[config.mk]
export PLATFORM = sky130hd
export DESIGN_NAME = time_of_day_counter_hundredths
export DESIGN_NICKNAME = d
export VERILOG_FILES = /design/src/rtl/tdc_pkg.sv /design/src/rtl/tdc_ctrl.sv /design/src/rtl/tdc_dp.sv /design/src/rtl/time_of_day_counter_hundredths.sv
export SDC_FILE = /design/constraint.sdc
export NUM_CORES = 1
export LEC_CHECK = 0
export ABC_AREA = 1
export BUFFER_PORTS_ARGS = -buffer_cell sky130_fd_sc_hd__buf_2
export CAP_MARGIN = 0
export CORE_ASPECT_RATIO = 0.6
export CORE_MARGIN = 5
export CORE_UTILIZATION = 35
export DETAILED_ROUTE_END_ITERATION = 10
export SETUP_SLACK_MARGIN = 0.3
export SLEW_MARGIN = 20
export SYNTH_ARGS = -nofsm -noshare
export SYNTH_HDL_FRONTEND = slang
export SYNTH_SLANG_ARGS = --single-unit
export TNS_END_PERCENT = 5
[constraint.sdc]
create_clock -name clk -period 10.8 [get_ports clk]
set_input_delay 1.08 -clock clk [delete_from_list [all_inputs] [get_ports clk]]
set_output_delay 1.08 -clock clk [all_outputs]
set_load 0.005 [all_outputs]
[src/rtl/tdc_pkg.sv]
// shared types, codes and text helpers for the time-of-day counter
`timescale 1ns / 1ps

package tdc_pkg;

  // command codes carried by an input word
  typedef enum logic [2:0] {
    CMD_TICK     = 3'd0,
    CMD_ADV_H    = 3'd1,
    CMD_ADV_M    = 3'd2,
    CMD_ADV_S    = 3'd3,
    CMD_ADD_SECS = 3'd4,
    CMD_CLR_ALL  = 3'd5,
    CMD_CLR_HUND = 3'd6
  } cmd_t;

  // configuration register indexes
  typedef enum logic [2:0] {
    REG_SHOW_HUND = 3'd0,
    REG_AL_HOURS  = 3'd1,
    REG_AL_MINS   = 3'd2,
    REG_AL_SECS   = 3'd3,
    REG_AL_HUND   = 3'd4
  } reg_idx_t;

  localparam logic [16:0] SECS_PER_DAY  = 17'd86400;
  localparam logic [16:0] SECS_PER_HOUR = 17'd3600;
  localparam logic [16:0] SECS_PER_MIN  = 17'd60;

  localparam logic [7:0] ASCII_ZERO  = 8'h30;
  localparam logic [7:0] ASCII_COLON = 8'h3A;
  localparam logic [7:0] ASCII_DOT   = 8'h2E;
  localparam logic [7:0] ASCII_SPACE = 8'h20;

  // controller to datapath
  typedef struct packed {
    logic apply;      // run a tick, advance or clear command on the time
    logic start_add;  // load the reduced second count
    logic step_add;   // one hour, minute or second step of an add
    logic capture;    // load the output word
  } dp_cmd_t;

  // datapath to controller
  typedef struct packed {
    logic rem_zero;
  } dp_sts_t;

  // two ASCII digits of a value below 100; tens by reciprocal multiply
  function automatic logic [15:0] two_digits(input logic [6:0] v);
    logic [14:0] prod;
    logic [3:0]  tens;
    logic [6:0]  units;
    prod  = 15'(v) * 15'd205;
    tens  = prod[14:11];
    units = v - 7'(7'(tens) * 7'd10);
    return {ASCII_ZERO + 8'(tens), ASCII_ZERO + 8'(units)};
  endfunction

endpackage

[src/rtl/tdc_ctrl.sv]
// control state machine for the time-of-day counter
`timescale 1ns / 1ps

module tdc_ctrl (
  input  logic             clk,
  input  logic             rst,
  input  logic             in_valid,
  output logic             in_ready,
  input  logic [2:0]       cmd,
  output logic             out_valid,
  input  logic             out_ready,
  output tdc_pkg::dp_cmd_t dp_cmd,
  input  tdc_pkg::dp_sts_t dp_sts
);

  typedef enum logic [1:0] {
    S_IDLE = 2'b01,
    S_ADD  = 2'b10
  } state_t;

  state_t state, state_next;
  logic   accept;
  logic   is_add;

  assign in_ready = (state == S_IDLE) && (!out_valid || out_ready);
  assign accept   = in_valid && in_ready;
  assign is_add   = (cmd == tdc_pkg::CMD_ADD_SECS);

  always_comb begin
    state_next = state;
    dp_cmd     = '0;
    case (state)
      S_IDLE: begin
        if (accept) begin
          if (is_add) begin
            dp_cmd.start_add = 1'b1;
            state_next       = S_ADD;
          end else begin
            dp_cmd.apply   = 1'b1;
            dp_cmd.capture = 1'b1;
          end
        end
      end
      S_ADD: begin
        if (dp_sts.rem_zero) begin
          dp_cmd.capture = 1'b1;
          state_next     = S_IDLE;
        end else begin
          dp_cmd.step_add = 1'b1;
        end
      end
      default: state_next = S_IDLE;
    endcase
  end

  always_ff @(posedge clk) begin
    if (rst) begin
      state     <= S_IDLE;
      out_valid <= 1'b0;
    end else begin
      state <= state_next;
      if (dp_cmd.capture) begin
        out_valid <= 1'b1;
      end else if (out_ready) begin
        out_valid <= 1'b0;
      end
    end
  end

endmodule

[src/rtl/tdc_dp.sv]
// time registers, add-seconds counter and output word of the time-of-day counter
`timescale 1ns / 1ps

module tdc_dp (
  input  logic             clk,
  input  logic             rst,
  input  logic [2:0]       cmd,
  input  logic [16:0]      seconds_to_add,
  input  tdc_pkg::dp_cmd_t dp_cmd,
  output tdc_pkg::dp_sts_t dp_sts,
  input  logic             show_hundredths,
  input  logic [4:0]       alarm_hours,
  input  logic [5:0]       alarm_minutes,
  input  logic [5:0]       alarm_seconds,
  input  logic [6:0]       alarm_hundredths,
  output logic [4:0]       cur_hours,
  output logic [5:0]       cur_minutes,
  output logic [5:0]       cur_seconds,
  output logic [6:0]       cur_hundredths,
  output logic             second_carry,
  output logic             time_match,
  output logic [63:0]      text_hms,
  output logic [23:0]      text_fraction
);

  logic [4:0]  hours, hours_next;
  logic [5:0]  minutes, minutes_next;
  logic [5:0]  seconds, seconds_next;
  logic [6:0]  hundredths, hundredths_next;
  logic [16:0] add_remaining, add_remaining_next;
  logic        carry_next;

  logic        h_last, m_last, s_last, c_last;
  logic [4:0]  h_inc;
  logic [5:0]  m_inc, s_inc;
  logic [6:0]  c_inc;

  assign h_last = (hours == 5'd23);
  assign m_last = (minutes == 6'd59);
  assign s_last = (seconds == 6'd59);
  assign c_last = (hundredths == 7'd99);
  assign h_inc  = h_last ? 5'd0 : hours + 5'd1;
  assign m_inc  = m_last ? 6'd0 : minutes + 6'd1;
  assign s_inc  = s_last ? 6'd0 : seconds + 6'd1;
  assign c_inc  = c_last ? 7'd0 : hundredths + 7'd1;

  assign dp_sts.rem_zero = (add_remaining == 17'd0);

  always_comb begin
    hours_next         = hours;
    minutes_next       = minutes;
    seconds_next       = seconds;
    hundredths_next    = hundredths;
    add_remaining_next = add_remaining;
    carry_next         = 1'b0;
    if (dp_cmd.apply) begin
      case (tdc_pkg::cmd_t'(cmd))
        tdc_pkg::CMD_TICK: begin
          hundredths_next = c_inc;
          if (c_last) begin
            carry_next   = 1'b1;
            seconds_next = s_inc;
            if (s_last) begin
              minutes_next = m_inc;
              if (m_last) begin
                hours_next = h_inc;
              end
            end
          end
        end
        tdc_pkg::CMD_ADV_H: hours_next   = h_inc;
        tdc_pkg::CMD_ADV_M: minutes_next = m_inc;
        tdc_pkg::CMD_ADV_S: seconds_next = s_inc;
        tdc_pkg::CMD_CLR_ALL: begin
          hours_next      = 5'd0;
          minutes_next    = 6'd0;
          seconds_next    = 6'd0;
          hundredths_next = 7'd0;
        end
        tdc_pkg::CMD_CLR_HUND: hundredths_next = 7'd0;
        default: ;
      endcase
    end
    if (dp_cmd.start_add) begin
      // count is below two days, one subtract brings it under a day
      add_remaining_next = (seconds_to_add >= tdc_pkg::SECS_PER_DAY)
                         ? seconds_to_add - tdc_pkg::SECS_PER_DAY : seconds_to_add;
    end
    if (dp_cmd.step_add) begin
      if (add_remaining >= tdc_pkg::SECS_PER_HOUR) begin
        hours_next         = h_inc;
        add_remaining_next = add_remaining - tdc_pkg::SECS_PER_HOUR;
      end else if (add_remaining >= tdc_pkg::SECS_PER_MIN) begin
        minutes_next = m_inc;
        if (m_last) begin
          hours_next = h_inc;
        end
        add_remaining_next = add_remaining - tdc_pkg::SECS_PER_MIN;
      end else begin
        seconds_next = s_inc;
        if (s_last) begin
          minutes_next = m_inc;
          if (m_last) begin
            hours_next = h_inc;
          end
        end
        add_remaining_next = add_remaining - 17'd1;
      end
    end
  end

  always_ff @(posedge clk) begin
    if (rst) begin
      hours         <= 5'd0;
      minutes       <= 6'd0;
      seconds       <= 6'd0;
      hundredths    <= 7'd0;
      add_remaining <= 17'd0;
    end else begin
      hours         <= hours_next;
      minutes       <= minutes_next;
      seconds       <= seconds_next;
      hundredths    <= hundredths_next;
      add_remaining <= add_remaining_next;
    end
  end

  // output word, loaded from the updated time
  always_ff @(posedge clk) begin
    if (dp_cmd.capture) begin
      cur_hours      <= hours_next;
      cur_minutes    <= minutes_next;
      cur_seconds    <= seconds_next;
      cur_hundredths <= hundredths_next;
      second_carry   <= carry_next;
      time_match     <= (hours_next == alarm_hours) && (minutes_next == alarm_minutes)
                     && (seconds_next == alarm_seconds)
                     && (hundredths_next == alarm_hundredths);
      text_hms       <= {tdc_pkg::two_digits(7'(hours_next)), tdc_pkg::ASCII_COLON,
                         tdc_pkg::two_digits(7'(minutes_next)), tdc_pkg::ASCII_COLON,
                         tdc_pkg::two_digits(7'(seconds_next))};
      text_fraction  <= show_hundredths
                      ? {tdc_pkg::ASCII_DOT, tdc_pkg::two_digits(hundredths_next)}
                      : {tdc_pkg::ASCII_SPACE, tdc_pkg::ASCII_SPACE, tdc_pkg::ASCII_SPACE};
    end
  end

endmodule

[src/rtl/time_of_day_counter_hundredths.sv]
// top level of the 24-hour time-of-day counter with hundredths
// a tick, advance or clear word shows its result in the cycle after acceptance
// throughput: one such word per cycle while the result side keeps taking words
// an add-seconds word reduces its count below one day, then runs k steps, k = hour steps
//   + minute steps + second steps (k at most 23 + 59 + 59); one shared step unit
// reset (rst, synchronous): time zero, compare time zero, hundredths shown, no word held
`timescale 1ns / 1ps

module time_of_day_counter_hundredths (
  input  logic        clk,
  input  logic        rst,
  // input channel
  input  logic        in_valid,
  output logic        in_ready,
  input  logic [2:0]  cmd,
  input  logic [16:0] seconds_to_add,
  // result channel
  output logic        out_valid,
  input  logic        out_ready,
  output logic [4:0]  cur_hours,
  output logic [5:0]  cur_minutes,
  output logic [5:0]  cur_seconds,
  output logic [6:0]  cur_hundredths,
  output logic        second_carry,
  output logic        time_match,
  output logic [63:0] text_hms,
  output logic [23:0] text_fraction,
  // configuration port
  input  logic        psel,
  input  logic        penable,
  input  logic        pwrite,
  input  logic [4:0]  paddr,
  input  logic [31:0] pwdata,
  output logic [31:0] prdata,
  output logic        pready
);

  tdc_pkg::dp_cmd_t dp_cmd;
  tdc_pkg::dp_sts_t dp_sts;

  // configuration registers
  logic       show_hundredths;
  logic [4:0] alarm_hours;
  logic [5:0] alarm_minutes;
  logic [5:0] alarm_seconds;
  logic [6:0] alarm_hundredths;
  logic       cfg_write;
  logic [2:0] reg_idx;

  // no wait states on the register port
  assign pready    = 1'b1;
  assign cfg_write = psel && penable && pwrite && pready;
  // registers sit on 32-bit word addresses
  assign reg_idx   = paddr[4:2];

  always_ff @(posedge clk) begin
    if (rst) begin
      show_hundredths  <= 1'b1;
      alarm_hours      <= 5'd0;
      alarm_minutes    <= 6'd0;
      alarm_seconds    <= 6'd0;
      alarm_hundredths <= 7'd0;
    end else if (cfg_write) begin
      case (tdc_pkg::reg_idx_t'(reg_idx))
        tdc_pkg::REG_SHOW_HUND: show_hundredths  <= pwdata[0];
        tdc_pkg::REG_AL_HOURS:  alarm_hours      <= pwdata[4:0];
        tdc_pkg::REG_AL_MINS:   alarm_minutes    <= pwdata[5:0];
        tdc_pkg::REG_AL_SECS:   alarm_seconds    <= pwdata[5:0];
        tdc_pkg::REG_AL_HUND:   alarm_hundredths <= pwdata[6:0];
        default: ;  // addresses past the register list are ignored
      endcase
    end
  end

  // read back
  always_comb begin
    case (tdc_pkg::reg_idx_t'(reg_idx))
      tdc_pkg::REG_SHOW_HUND: prdata = {31'd0, show_hundredths};
      tdc_pkg::REG_AL_HOURS:  prdata = {27'd0, alarm_hours};
      tdc_pkg::REG_AL_MINS:   prdata = {26'd0, alarm_minutes};
      tdc_pkg::REG_AL_SECS:   prdata = {26'd0, alarm_seconds};
      tdc_pkg::REG_AL_HUND:   prdata = {25'd0, alarm_hundredths};
      default:                prdata = 32'd0;
    endcase
  end

  // sequencing: accepts a word, runs the add steps, loads the result word
  tdc_ctrl u_ctrl (
    .clk       (clk),
    .rst       (rst),
    .in_valid  (in_valid),
    .in_ready  (in_ready),
    .cmd       (cmd),
    .out_valid (out_valid),
    .out_ready (out_ready),
    .dp_cmd    (dp_cmd),
    .dp_sts    (dp_sts)
  );

  // time registers, step unit and output word
  tdc_dp u_dp (
    .clk              (clk),
    .rst              (rst),
    .cmd              (cmd),
    .seconds_to_add   (seconds_to_add),
    .dp_cmd           (dp_cmd),
    .dp_sts           (dp_sts),
    .show_hundredths  (show_hundredths),
    .alarm_hours      (alarm_hours),
    .alarm_minutes    (alarm_minutes),
    .alarm_seconds    (alarm_seconds),
    .alarm_hundredths (alarm_hundredths),
    .cur_hours        (cur_hours),
    .cur_minutes      (cur_minutes),
    .cur_seconds      (cur_seconds),
    .cur_hundredths   (cur_hundredths),
    .second_carry     (second_carry),
    .time_match       (time_match),
    .text_hms         (text_hms),
    .text_fraction    (text_fraction)
  );

`ifndef SYNTHESIS
  // a reported time is always a legal time of day
  a_time_range: assert property (@(posedge clk) disable iff (rst)
    out_valid |-> (cur_hours < 5'd24) && (cur_minutes < 6'd60)
               && (cur_seconds < 6'd60) && (cur_hundredths < 7'd100))
    else $error("reported time out of range");

  // a second rollover leaves hundredths at zero
  a_carry_zero: assert property (@(posedge clk) disable iff (rst)
    (out_valid && second_carry) |-> (cur_hundredths == 7'd0))
    else $error("second carry with nonzero hundredths");

  // a tick, advance or clear command shows its result on the next cycle
  a_short_latency: assert property (@(posedge clk) disable iff (rst)
    (in_valid && in_ready && (cmd != tdc_pkg::CMD_ADD_SECS)) |=> out_valid)
    else $error("result missing after one-cycle command");

  // nothing is taken while an add is running
  a_add_blocks: assert property (@(posedge clk) disable iff (rst)
    (in_valid && in_ready && (cmd == tdc_pkg::CMD_ADD_SECS)) |=> !in_ready)
    else $error("input taken during add");
`endif

endmodule
# Word-level counts from Yosys, hierarchy flattened
# Index checks and enable logic that the tools add are counted.
[totals] output_inout_bits=149 inputBits=64 register_bits=167 elab_cells=150
[classes] eq_ne=23 multipliers=8 n_reduce_logical=22 order_cmp=3 n_mux=53 addsub=20
[op_table] cell="17-bit two-way mux" n=5
[op_table] cell="6-bit two-way mux" n=14
[op_table] cell="5-bit two-way mux" n=10
[op_table] cell="6-bit case mux with 3 select lines" n=2
[op_table] cell="7-bit case mux with 5 select lines" n=1
[op_table] cell="6-bit by 7-bit adder with 8-bit output, first input constant" n=4
[op_table] cell="6-bit by 8-bit multiplier with 14-bit output, second input constant" n=2
[op_table] cell="20-bit two-way mux" n=1
[op_table] cell="17-bit by 12-bit >= comparator with 1-bit output, second input constant" n=1
[op_table] cell="17-bit >= comparator, second input constant" n=1
[op_table] cell="17-bit by 6-bit >= comparator with 1-bit output, second input constant" n=1
[op_table] cell="17-bit logical NOT" n=1
[op_table] cell="17-bit by 1-bit subtractor with 17-bit output, second input constant" n=1
[op_table] cell="17-bit by 12-bit subtractor with 17-bit output, second input constant" n=1
[op_table] cell="17-bit subtractor, second input constant" n=1
[op_table] cell="17-bit by 6-bit subtractor with 17-bit output, second input constant" n=1
[op_table] cell="7-bit by 8-bit multiplier with 15-bit output, second input constant" n=1
[op_table] cell="5-bit case mux with 3 select lines" n=1
[op_table] cell="6-bit by 3-bit adder with 7-bit output, first input constant" n=2
[op_table] cell="7-bit two-way mux" n=2
[op_table] cell="7-bit case mux with 2 select lines" n=1
[op_table] cell="6-bit by 7-bit subtractor with 7-bit output" n=2
[op_table] cell="5-bit by 8-bit multiplier with 13-bit output, second input constant" n=1
[op_table] cell="6-bit by 1-bit adder with 6-bit output, second input constant" n=2
[op_table] cell="34 further kinds" n=70

# Logic depth before layout (Yosys ltp)
# Gate-level depths: netlist of run 1.
[logic_depth] word_depth=16 depth_mapped=39 depth_no_buf=39

# Modules after synthesis
# From an unflattened synthesis of run 1, not the netlist that was laid out.
[unflattened] hier_cells=1569 area_unflattened_um2=12067.8
[modules_own_cells] module="tdc_dp" area_each_um2=10267.3 instances=1 cells_each=1286 seq_area_each_um2=2892.8
[modules_own_cells] module="time_of_day_counter_hundredths" area_each_um2=1555.2 instances=1 cells_each=244 seq_area_each_um2=500.5
[modules_own_cells] module="tdc_ctrl" area_each_um2=245.2 instances=1 cells_each=39 seq_area_each_um2=60.1

# Worst setup path after synthesis of run 1
# OpenSTA, ideal clock, no wires.
[synth_path] path_kind="input port to flip-flop" startpoint="input cmd[0]" endpoint="register u_dp.text_fraction[7] (data pin)" setup_ps=255 path_stages=30 n_path_buf=0 arrival_time_ps=6942 t_required_ps=10545 slack_ps=3603 cell_sequence="inv_2 > nand2_1 > nor2_1 > nor2_4 > nand2_2 > inv_1 > o21ai_0 > ha_1 > ha_1 > or2_2 > fa_1 > ha_1 > ha_1 > a21oi_1 > o22ai_1 > a2111oi_0 > nand2_1 > xnor2_1 > inv_1 > ha_1 > ha_1 > inv_1 > fa_1 > ha_1 > a21oi_1 > xor2_1 > inv_1 > nand2_1 > nand2_1 > and3_1"
[synth_between] elab_chain_len=9 word_cells_on_any_way=14 classes_between="add/sub (2); mul (2); eq/ne (3); mux (5); reduce/logical (2)"
[synth_rtl] element="start: declaration" line_no="time_of_day_counter_hundredths.sv:15" text="input logic [2:0] cmd,"
[synth_rtl] element="3-bit equality test" line_no="tdc_ctrl.sv:27" text="assign is_add = (cmd == tdc_pkg::CMD_ADD_SECS);"
[synth_rtl] element="1-bit two-way mux" line_no="tdc_ctrl.sv:35" text="if (is_add) begin"
[synth_rtl] element="2-bit two-way mux" line_no="tdc_ctrl.sv:34" text="if (accept) begin"
[synth_rtl] element="2-bit two-way mux" line_no="tdc_ctrl.sv:32" text="case (state)"
[synth_rtl] element="7-bit two-way mux (*)" line_no="tdc_dp.sv:56" text="if (dp_cmd.apply) begin"
[synth_rtl] element="via u_dp.hundredths_next[3]" line_no="tdc_dp.sv:29" text="logic [6:0] hundredths, hundredths_next;"
[synth_rtl] element="7-bit by 8-bit multiplier with 15-bit output" line_no="tdc_pkg.sv:53" text="prod = 15'(v) * 15'd205;"
[synth_rtl] element="4-bit by 3-bit multiplier with 6-bit output" line_no="tdc_pkg.sv:55" text="units = v - 7'(7'(tens) * 7'd10);"
[synth_rtl] element="7-bit subtractor (*)" line_no="tdc_pkg.sv:55"
[synth_rtl] element="6-bit by 7-bit adder with 8-bit output (*)" line_no="tdc_pkg.sv:56" text="return {ASCII_ZERO + 8'(tens), ASCII_ZERO + 8'(units)};"
[synth_rtl] element="end signal: assignment" line_no="tdc_dp.sv:142" text="text_fraction <= show_hundredths"
[synth_rtl] element="end: declaration" line_no="tdc_dp.sv:23" text="output logic [23:0] text_fraction"
# The timed path passes the listed nets; every way through them passes the cells marked *.
# A chain may end at the register's enable or synchronous reset.

# Worst setup path after layout of run 1
[layout_path] startpoint="input out_ready" endpoint="register u_dp.text_fraction[7] (data pin)"
[layout_between] elab_chain_len=10
[layout_rtl] element="start: declaration" line_no="time_of_day_counter_hundredths.sv:19" text="input logic out_ready,"
[layout_rtl] element="1-bit logical OR (*)" line_no="tdc_ctrl.sv:25" text="assign in_ready = (state == S_IDLE) && (!out_valid || out_ready);"
[layout_rtl] element="1-bit logical AND (*)" line_no="tdc_ctrl.sv:25"
[layout_rtl] element="1-bit logical AND (*)" line_no="tdc_ctrl.sv:26" text="assign accept = in_valid && in_ready;"
[layout_rtl] element="2-bit two-way mux (*)" line_no="tdc_ctrl.sv:34"
[layout_rtl] element="2-bit two-way mux (*)" line_no="tdc_ctrl.sv:32"
[layout_rtl] element="7-bit two-way mux (*)" line_no="tdc_dp.sv:56"
[layout_rtl] element="via u_dp.hundredths_next[4]" line_no="tdc_dp.sv:29"
[layout_rtl] element="7-bit by 8-bit multiplier with 15-bit output" line_no="tdc_pkg.sv:53"
[layout_rtl] element="4-bit by 3-bit multiplier with 6-bit output" line_no="tdc_pkg.sv:55"
[layout_rtl] element="7-bit subtractor (*)" line_no="tdc_pkg.sv:55"
[layout_rtl] element="6-bit by 7-bit adder with 8-bit output (*)" line_no="tdc_pkg.sv:56"
# Marked as above.

==> results.py, run 1 <==
metrics = {
    "global_routing": {
        "grtUsageTotal_pct": 16.3,
        "grt_max_degree": 65,
        "grt_pass1_wl_um": 48300,
        "grt_overflow": 0,
        "antenna_found_initial": 2,
        "grt_pass1_vias": 9263,
    },
    "layout": {
        "synthToLayoutAreaGrowth_pct": 12.0,
        "fillCellCount": 3352,
        "most-common-layout-cells": "nand2_1 (281), inv_1 (216), ha_1 (146), nor2_1 (130), buf_2 (119)",
        "final_common_cell": "nand2_1",
        "nets": 1842,
        "drive_gt1_share_pct": 13.7,
    },
    "clock_tree": {
        "clk_path_buf_depth": 2,
        "clock_tree.root_cell": "clkbuf_16",
        "post_cts_resized": 0,
        "clk_latency_ns": 0.44,
        "clk_pin_slew_ns": 0.06,
        "cts.sinks": 138,
        "htreeDepth": 4,
        "cts_tree": "yes",
        "numCtsBuffers": 17,
        "hold_buffers": 0,
        "postCtsSetupRepairBufs": 0,
    },
    "drt": {
        "ant_nets": 0,
        "wl_per_cell_um": 14.7,
        "drt-initial-drc-count": 737,
        "routed_via_density": 4.79,
        "routed-via-count": 9797,
        "drc": 0,
        "wirelength_um": 29900,
        "drt_pass1_iterations": 5,
    },
    "floorplanning": {
        "dieArea_um2": 37000,
        "start_util_pct": 35.6,
        "core-area_um2": 32500,
        "die_w_um": 245,
        "die_y_um": 151,
        "rows": 51,
        "io_pins": 213,
    },
    "timing": {
        "final.min_clock_period_ns": 7.49,
        "max_freq_mhz": 133,
        "timing.final.max_slew_violations": 0,
        "slew_headroom_pct": 37.6,
        "final.period_utilization_pct": 69.4,
        "setup_tns_ns": 0,
        "skew_ns": 0.0106,
        "worstMarginPinSlew_ns": 0.937,
        "setup_ws_ns": 3.31,
        "setup_viol": 0,
        "finalHoldViolCount": 0,
        "grt_setup_unrepaired": "no",
    },
    "worst_setup_path": {
        "required_ns": 10.99,
        "worstSetupEndpointType": "flip-flop",
        "path_buf_inv": 6,
        "critPathLaunchType": "input pin",
        "crit_family": "adder cells",
        "cp_common_cell": "nand2_1",
        "path_max_fanout": 8,
        "arrival_ns": 7.68,
        "critPathKind": "in2reg",
        "cpMaxStageDelayCell": "fa_1",
        "max_stage_delay_ns": 0.49,
    },
    "synth": {
        "synth_cell_types": 56,
        "synthFlopType": "edfxtp_1",
        "netlist_instances": 1487,
        "ys.warnings.count": 0,
        "synth-seq-area-share_pct": 29.8,
        "ys_ff_latch": 138,
        "syn_area_um2": 11600,
        "async_flop_share_pct": 0,
        "synth_edf_count": 69,
        "syn_area_per_cell_um2": 7.80,
    },
    "power_and_ir_drop": {
        "ir_worst_vdd_mv": 0.125,
        "p_per_area_nw_per_um2": 104,
        "leakagePower_nw": 6.73,
    },
    "placed_design": {
        "placement.io_buffers": 119,
        "dpl.hpwl_um": 24000,
        "dp_slack_ns": 2.83,
        "place_congestion": 0.898,
    },
    "hold_path": {
        "min_path_type": "reg2reg",
    },
    "outcome": {
        "status": "completed",
    },
    "flow_run": {
        "drv_cap": 0,
    },
}
[registers in the layout, indices dropped and copies added (netlist names), 6 cells and up]
register / cells
u_dp.hundredths: 7
u_dp.seconds: 6
u_dp.cur_seconds: 6
u_dp.cur_hundredths: 7
u_dp.add_remaining: 17
alarm_minutes: 6
u_dp.cur_minutes: 6
u_dp.minutes: 6
u_dp.text_fraction: 14
alarm_hundredths: 7
alarm_seconds: 6
u_dp.text_hms: 29
[through the flow]
step           cell area (µm²)  hold slack, ns  util (%)  total power [mW]  std cells
2_1_floorplan            11800           0.457         -             0.723       1551
3_3_place_gp             12400           0.475      38.1             0.765       2010
3_5_place_dp             12400           0.497      38.1             0.767       2010
4_1_cts                  13000           0.506      39.9              1.37       2042
5_1_grt                  13000           0.535      39.9              1.41       2044
6_report                 13000           0.501      39.9              1.35       2044
[cell type report]
cell class | count | area [µm²] | share of cell area (%)
multi-input cells | 1090 | 6910 | 53.2
flip-flops and latches | 138 | 3450 | 26.6
inverters | 236 | 886 | 6.82
repair buffers | 122 | 618 | 4.76
well taps | 424 | 531 | 4.08
clock buffers | 18 | 439 | 3.38
clock inverters | 14 | 148 | 1.14
diodes | 2 | 5.00 | 0.0385
[cell usage after synthesis, drive strengths merged (8+ instances only)]
cell type	count	area [µm²]
xor2	40	350
xnor2	11	96.3
fa	27	541
inv	234	878
a21oi	88	448
nor3	14	86.3
nand3	98	528
buf	73	549
dfxtp	69	1380
nor2	140	581
o21ai	76	388
ha	146	1830
nand3b	8	60.1
nand2	298	1170
nand4	16	113
clkbuf	14	52.6
edfxtp	69	2070
or2	8	50.1
[cell families (layout without fill, tap and decap cells)]
family / Yosys count / in the layout / synth area share (%)
compound gates: 211 / 211 / 10.4
fa+ha+maj: 173 / 173 / 20.4
other cells: 2 / 68 / 0.0647
buf+inv: 323 / 390 / 12.8
flops: 138 / 138 / 29.8
simple gates: 589 / 589 / 22.7
xor+xnor: 51 / 51 / 3.85
[layer usage]
metal | up-vias | global-route usage [%] | routed length [µm]
li1 | 5003 | - | -
met1 | 4485 | 24.2 | 15200
met2 | 280 | 23.9 | 12500
met3 | 29 | 3.56 | 1840
met4 | 0 | 4.46 | 440
met5 | - | 0 | 0
[worst min-delay path, stage by stage, from the launching register on]
cell and delay, ns:
dfxtp_1 0.32, inv_1 0.07, a21oi_1 0.06
[final timing paths]
path	slack, ns	cells past startpoint	to	from
max	3.31	33	u_dp.text_fraction[7]	out_ready
min	0.50	2	u_ctrl.state[1]	u_ctrl.state[1]
max reg2reg	3.43	32	u_dp.text_fraction[7]	u_dp.hundredths[0]
min reg2reg	0.50	2	u_ctrl.state[1]	u_ctrl.state[1]
[report_power, final]
group / leakage [nW] / switching [mW] / total (mW) / internal, mW
sequential: 1.20 / 0.00944 / 0.585 / 0.575
combinational: 5.25 / 0.116 / 0.171 / 0.0542
clock: 0.278 / 0.251 / 0.597 / 0.347
total: 6.73 / 0.376 / 1.35 / 0.976
Note: power is estimated with default switching activity, not from simulation.
==> inputs of run 2 (changes only) <==
- clock period: 10.8 -> 7.6 ns (I/O delays scaled with it)
==> results.py, run 2 (synthesized netlist as in run 1, its figures left out) <==
metrics = {
    "layout": {
        "top_register": "u_dp.text_hms",
        "multi_input_area_um2": 6920,
        "final_common_cell": "nand2_1",
        "utilization_pct": 40.3,
        "most-common-layout-cells": "nand2_1 (281), inv_1 (216), ha_1 (145), nor2_1 (129), buf_2 (119)",
        "nets": 1856,
        "largest_reg_flops": 29,
        "regArea_um2": 3450,
        "reg_top3": "u_dp.text_hms x29, u_dp.add_remaining x17, u_dp.text_fraction x14",
        "drive_gt1_share_pct": 14.7,
        "final_area_um2": 13100,
        "fillCellCount": 3350,
        "synthToLayoutAreaGrowth_pct": 13.2,
        "final_cells": 2057,
    },
    "global_routing": {
        "grt_pass1_wl_um": 49400,
        "antenna_found_initial": 1,
        "grt_max_degree": 65,
        "grt_overflow": 0,
        "grt_pass1_vias": 9456,
        "grtUsageTotal_pct": 16.7,
    },
    "timing": {
        "setup_viol": 0,
        "finalHoldViolCount": 0,
        "final.period_utilization_pct": 90.9,
        "final.min_clock_period_ns": 6.91,
        "grt_setup_unrepaired": "yes",
        "setup_tns_ns": 0,
        "slew_headroom_pct": 38.4,
        "worstMarginPinSlew_ns": 0.924,
        "timing.final.max_slew_violations": 0,
        "skew_ns": 0.0111,
        "max_freq_mhz": 145,
    },
    "power_and_ir_drop": {
        "ir_worst_vdd_mv": 0.171,
        "p_per_area_nw_per_um2": 151,
        "switchingPower_mw": 0.556,
        "p_comb_share_pct": 12.7,
        "power_frac_clock_pct": 45.3,
        "leakagePower_nw": 6.80,
        "internal_power_mw": 1.42,
        "seqPwrFrac_pct": 42.1,
        "switching_share_pct": 28.2,
    },
    "clock_tree": {
        "clk_latency_ns": 0.45,
        "htreeDepth": 4,
        "cts_tree": "yes",
        "clock_tree.root_cell": "clkbuf_16",
        "hold_buffers": 0,
        "cts.sinks": 138,
        "clk_pin_slew_ns": 0.07,
        "clk_path_buf_depth": 2,
        "numCtsBuffers": 17,
    },
    "placed_design": {
        "place_congestion": 0.907,
        "dpl-instance-area_um2": 12500,
        "dpl.hpwl_um": 24600,
        "dp_cells": 2019,
        "placement.io_buffers": 119,
    },
    "floorplanning": {
        "dieArea_um2": 37000,
        "start_util_pct": 35.6,
        "core-area_um2": 32500,
        "die_y_um": 151,
        "io_pins": 213,
        "die_w_um": 245,
        "rows": 51,
    },
    "flow_run": {
        "drv_cap": 0,
    },
    "drt": {
        "ant_nets": 0,
        "drt_pass1_iterations": 5,
        "wl_per_cell_um": 14.9,
        "routed-via-count": 9860,
        "drc": 0,
        "drt-initial-drc-count": 745,
        "routed_via_density": 4.79,
        "wirelength_um": 30700,
    },
    "hold_path": {
        "min_path_type": "reg2reg",
    },
    "worst_setup_path": {
        "critPathKind": "reg2reg",
        "critPathLaunchType": "flip-flop",
        "required_ns": 7.80,
        "cpMaxStageDelayCell": "fa_1",
        "path_max_fanout": 5,
        "cp_common_cell": "nand2_1",
        "arrival_ns": 7.11,
        "worstSetupEndpointType": "flip-flop",
        "max_stage_delay_ns": 0.49,
    },
    "outcome": {
        "status": "completed",
    },
}
## run 2: cell types whose count changed in the layout (fill, tap and decap cells not counted), sizes merged
cell / previous run / this run
diode: 2 / 1
clkinvlp: 3 / 4
bufinv: 2 / 3
inv: 236 / 240
buf: 122 / 136
clkbuf: 18 / 17
clkinv: 9 / 4
## run 2: worst paths after layout
check,startpoint,to,slack (ns),cells past startpoint
setup / recovery,u_dp.hundredths[1],u_dp.text_fraction[7],0.69,32
hold / removal,u_ctrl.state[1],u_ctrl.state[1],0.48,2
setup reg to reg,u_dp.hundredths[1],u_dp.text_fraction[7],0.69,32
hold reg to reg,u_ctrl.state[1],u_ctrl.state[1],0.48,2
## run 2: final cells by class
type	count	area share (%)
timing repair buffer	136	5.51
inverter	236	6.75
sequential	138	26.3
antenna	1	0.0191
clock inverter	15	1.41
clock buffer	17	3.24
tap	424	4.04
multi-input combinational	1090	52.7
## run 2: per-stage QoR
stage	power, mW	hold WS (ns)	worst slack [ns]
2_1_floorplan	1.03	0.457	0.723
6_report	1.98	0.484	0.688
5_1_grt	2.06	0.517	0.144
3_5_place_dp	1.09	0.483	0.210
4_1_cts	1.99	0.492	0.471
3_3_place_gp	1.09	0.476	0.303
## run 2: timing repair
action	CTS	global route
gates resized for setup	0	4
setup endpoints to repair	0	5
buffers inserted	0	5
## run 2: power groups by stage
| stage | Clock (mW) | Sequential [mW] | Combinational, mW |
|---|---|---|---|
| 4_1_cts | 0.918 | 0.833 | 0.244 |
| 3_5_place_dp | 0 | 0.849 | 0.243 |
| 3_3_place_gp | 0 | 0.848 | 0.241 |
| 5_1_grt | 0.947 | 0.836 | 0.282 |
| 2_1_floorplan | 0 | 0.853 | 0.174 |
| 6_report | 0.894 | 0.832 | 0.250 |
## run 2: per-layer routing
metal	track usage, %	vias to the layer above	wire length [µm]	part of all wire (%)
li1	-	5022	-	-
met1	24.8	4549	15500	50
met2	24.4	258	12900	42
met3	4.25	31	2010	6.5
met4	3.73	0	376	1.2
met5	0	-	0	0
## run 2: critical path: cells and delay by family (launching register included)
family / cells / cell delay (ns)
xor+xnor: 1 / 0.26
buf+inv: 4 / 0.31
compound gates: 4 / 0.77
flops: 1 / 0.40
simple gates: 13 / 1.47
fa+ha+maj: 10 / 3.46
==> inputs of run 3 (changes only) <==
- CTS_BUF_LIST: unset -> sky130_fd_sc_hd__clkbuf_8
==> results.py, run 3 (synthesized netlist as in run 1, its figures left out) <==
metrics = {
    "outcome": {
        "status": "completed",
    },
    "timing": {
        "worstMarginPinSlew_ns": 0.927,
        "setup_ws_ns": 0.720,
        "timing.final.max_slew_violations": 0,
        "finalHoldViolCount": 0,
        "max_freq_mhz": 145,
        "skew_ns": 0.0166,
        "holdWs_ns": 0.490,
        "final.min_clock_period_ns": 6.88,
        "grt_setup_unrepaired": "yes",
        "slew_headroom_pct": 38.2,
        "setup_viol": 0,
        "setup_tns_ns": 0,
        "final.period_utilization_pct": 90.5,
    },
    "worst_setup_path": {
        "r2r-end": "u_dp.text_fraction[7]",
        "critPathKind": "reg2reg",
        "path_max_fanout": 5,
        "r2r_setup_slack_ns": 0.72,
        "ff2ff_path_depth": 34,
        "max_stage_delay_ns": 0.50,
        "arrival_ns": 7.14,
        "crit_end": "u_dp.text_fraction[7]",
        "cpMaxStageDelayCell": "fa_1",
        "regToRegStartpoint": "u_dp.hundredths[1]",
        "worstSetupEndpointType": "flip-flop",
        "critPathLaunchType": "flip-flop",
        "required_ns": 7.86,
        "startpoint": "u_dp.hundredths[1]",
        "cp_common_cell": "nand2_1",
    },
    "flow_run": {
        "drv_cap": 0,
    },
    "floorplanning": {
        "rows": 51,
        "core-area_um2": 32500,
        "dieArea_um2": 37000,
        "die_w_um": 245,
        "io_pins": 213,
        "start_util_pct": 35.6,
        "die_y_um": 151,
    },
    "clock_tree": {
        "numCtsBuffers": 17,
        "htreeDepth": 4,
        "clk_path_buf_depth": 2,
        "cts_tree": "yes",
        "clk_latency_ns": 0.50,
        "hold_buffers": 0,
        "clk_pin_slew_ns": 0.09,
        "cts.sinks": 138,
        "clock_tree.root_cell": "clkbuf_8",
    },
    "drt": {
        "drt-initial-drc-count": 698,
        "routed-via-count": 9912,
        "drc": 0,
        "routed_via_density": 4.81,
        "wl_per_cell_um": 14.9,
        "drt_pass1_iterations": 5,
        "ant_nets": 0,
        "wirelength_um": 30700,
    },
    "placed_design": {
        "dpl.hpwl_um": 24600,
        "placement.io_buffers": 119,
        "place_congestion": 0.907,
        "dp_slack_ns": 0.210,
    },
    "hold_path": {
        "min_path_type": "reg2reg",
        "hp-start": "u_ctrl.state[1]",
    },
    "layout": {
        "drive_gt1_share_pct": 14.9,
        "fillCellCount": 3377,
        "synthToLayoutAreaGrowth_pct": 11.8,
        "final_common_cell": "nand2_1",
        "top_register": "u_dp.text_hms",
        "nets": 1858,
        "most-common-layout-cells": "nand2_1 (281), inv_1 (216), ha_1 (144), nor2_1 (129), buf_2 (119)",
        "largest_reg_flops": 29,
        "reg_top3": "u_dp.text_hms x29, u_dp.add_remaining x17, u_dp.text_fraction x14",
    },
    "global_routing": {
        "grt_max_degree": 65,
        "grt_pass1_wl_um": 49300,
        "grtUsageTotal_pct": 16.7,
        "grt_overflow": 0,
        "grt_pass1_vias": 9437,
        "antenna_found_initial": 1,
    },
    "power_and_ir_drop": {
        "leakagePower_nw": 6.72,
        "ir_worst_vdd_mv": 0.130,
        "power.total_mw": 1.77,
        "p_per_area_nw_per_um2": 136,
    },
}
run 3: cell types whose count changed in the layout (fill, tap and decap cells not counted), sizes merged:
| cell | change |
|---|---|
| buf | +2 |
run 3: layout make-up:
cell class                      instances  area, µm²  area share (%)
Timing Repair Buffer                  138        738            5.69
Sequential cell                       138       3450            26.7
Clock inverter                         15        185            1.43
Multi-Input combinational cell       1090       6930            53.5
Tap cell                              424        531            4.09
Antenna cell                            1       2.50          0.0193
Inverter                              236        886            6.83
Clock buffer                           17        234            1.81
run 3: worst min path at each step:
stage / end / slack [ns] / cells after the start
floorplan: alarm_hours[2] / 0.46 / 2
detailed placement: u_ctrl.state[1] / 0.48 / 2
finish: u_ctrl.state[1] / 0.49 / 2
global route: u_ctrl.state[1] / 0.52 / 2
CTS: u_ctrl.state[1] / 0.50 / 2
global placement: u_ctrl.state[1] / 0.48 / 2
run 3: power breakdown:
group | switching [mW] | internal, mW | leakage [nW]
Combinational | 0.169 | 0.0827 | 5.32
Clock | 0.354 | 0.329 | 0.198
Sequential | 0.0145 | 0.816 | 1.20
run 3: what timing repair did:
item | CTS | global route
setup endpoints to repair | 0 | 5
setup buffers | 0 | 7
gates resized for setup | 0 | 5
run 3: metrics by stage:
| step | instance area (µm²) | utilization [%] | std cells |
|---|---|---|---|
| after global placement | 12500 | 38.3 | 2019 |
| after floorplan | 11800 | - | 1551 |
| final | 13000 | 39.8 | 2059 |
| after CTS | 12900 | 39.6 | 2051 |
| after global routing | 13000 | 39.8 | 2059 |
| after detailed placement | 12500 | 38.3 | 2019 |
run 3: critical path, delay by kind of cell, from the launching register on:
kind                     cells  cell delay (ns)
adder cells (fa/ha/maj)     10             3.31
AO/OA/AOI/OAI                4             0.77
flip-flops                   1             0.42
AND/OR/NAND/NOR             13             1.49
XOR/XNOR                     1             0.26
buffers and inverters        6             0.40
run 3: layer usage:
metal	global-route usage (%)	part of all wire [%]
met1	25.0	51
met2	24.3	42
met3	3.70	5.8
met4	4.48	1.2
met5	0	0
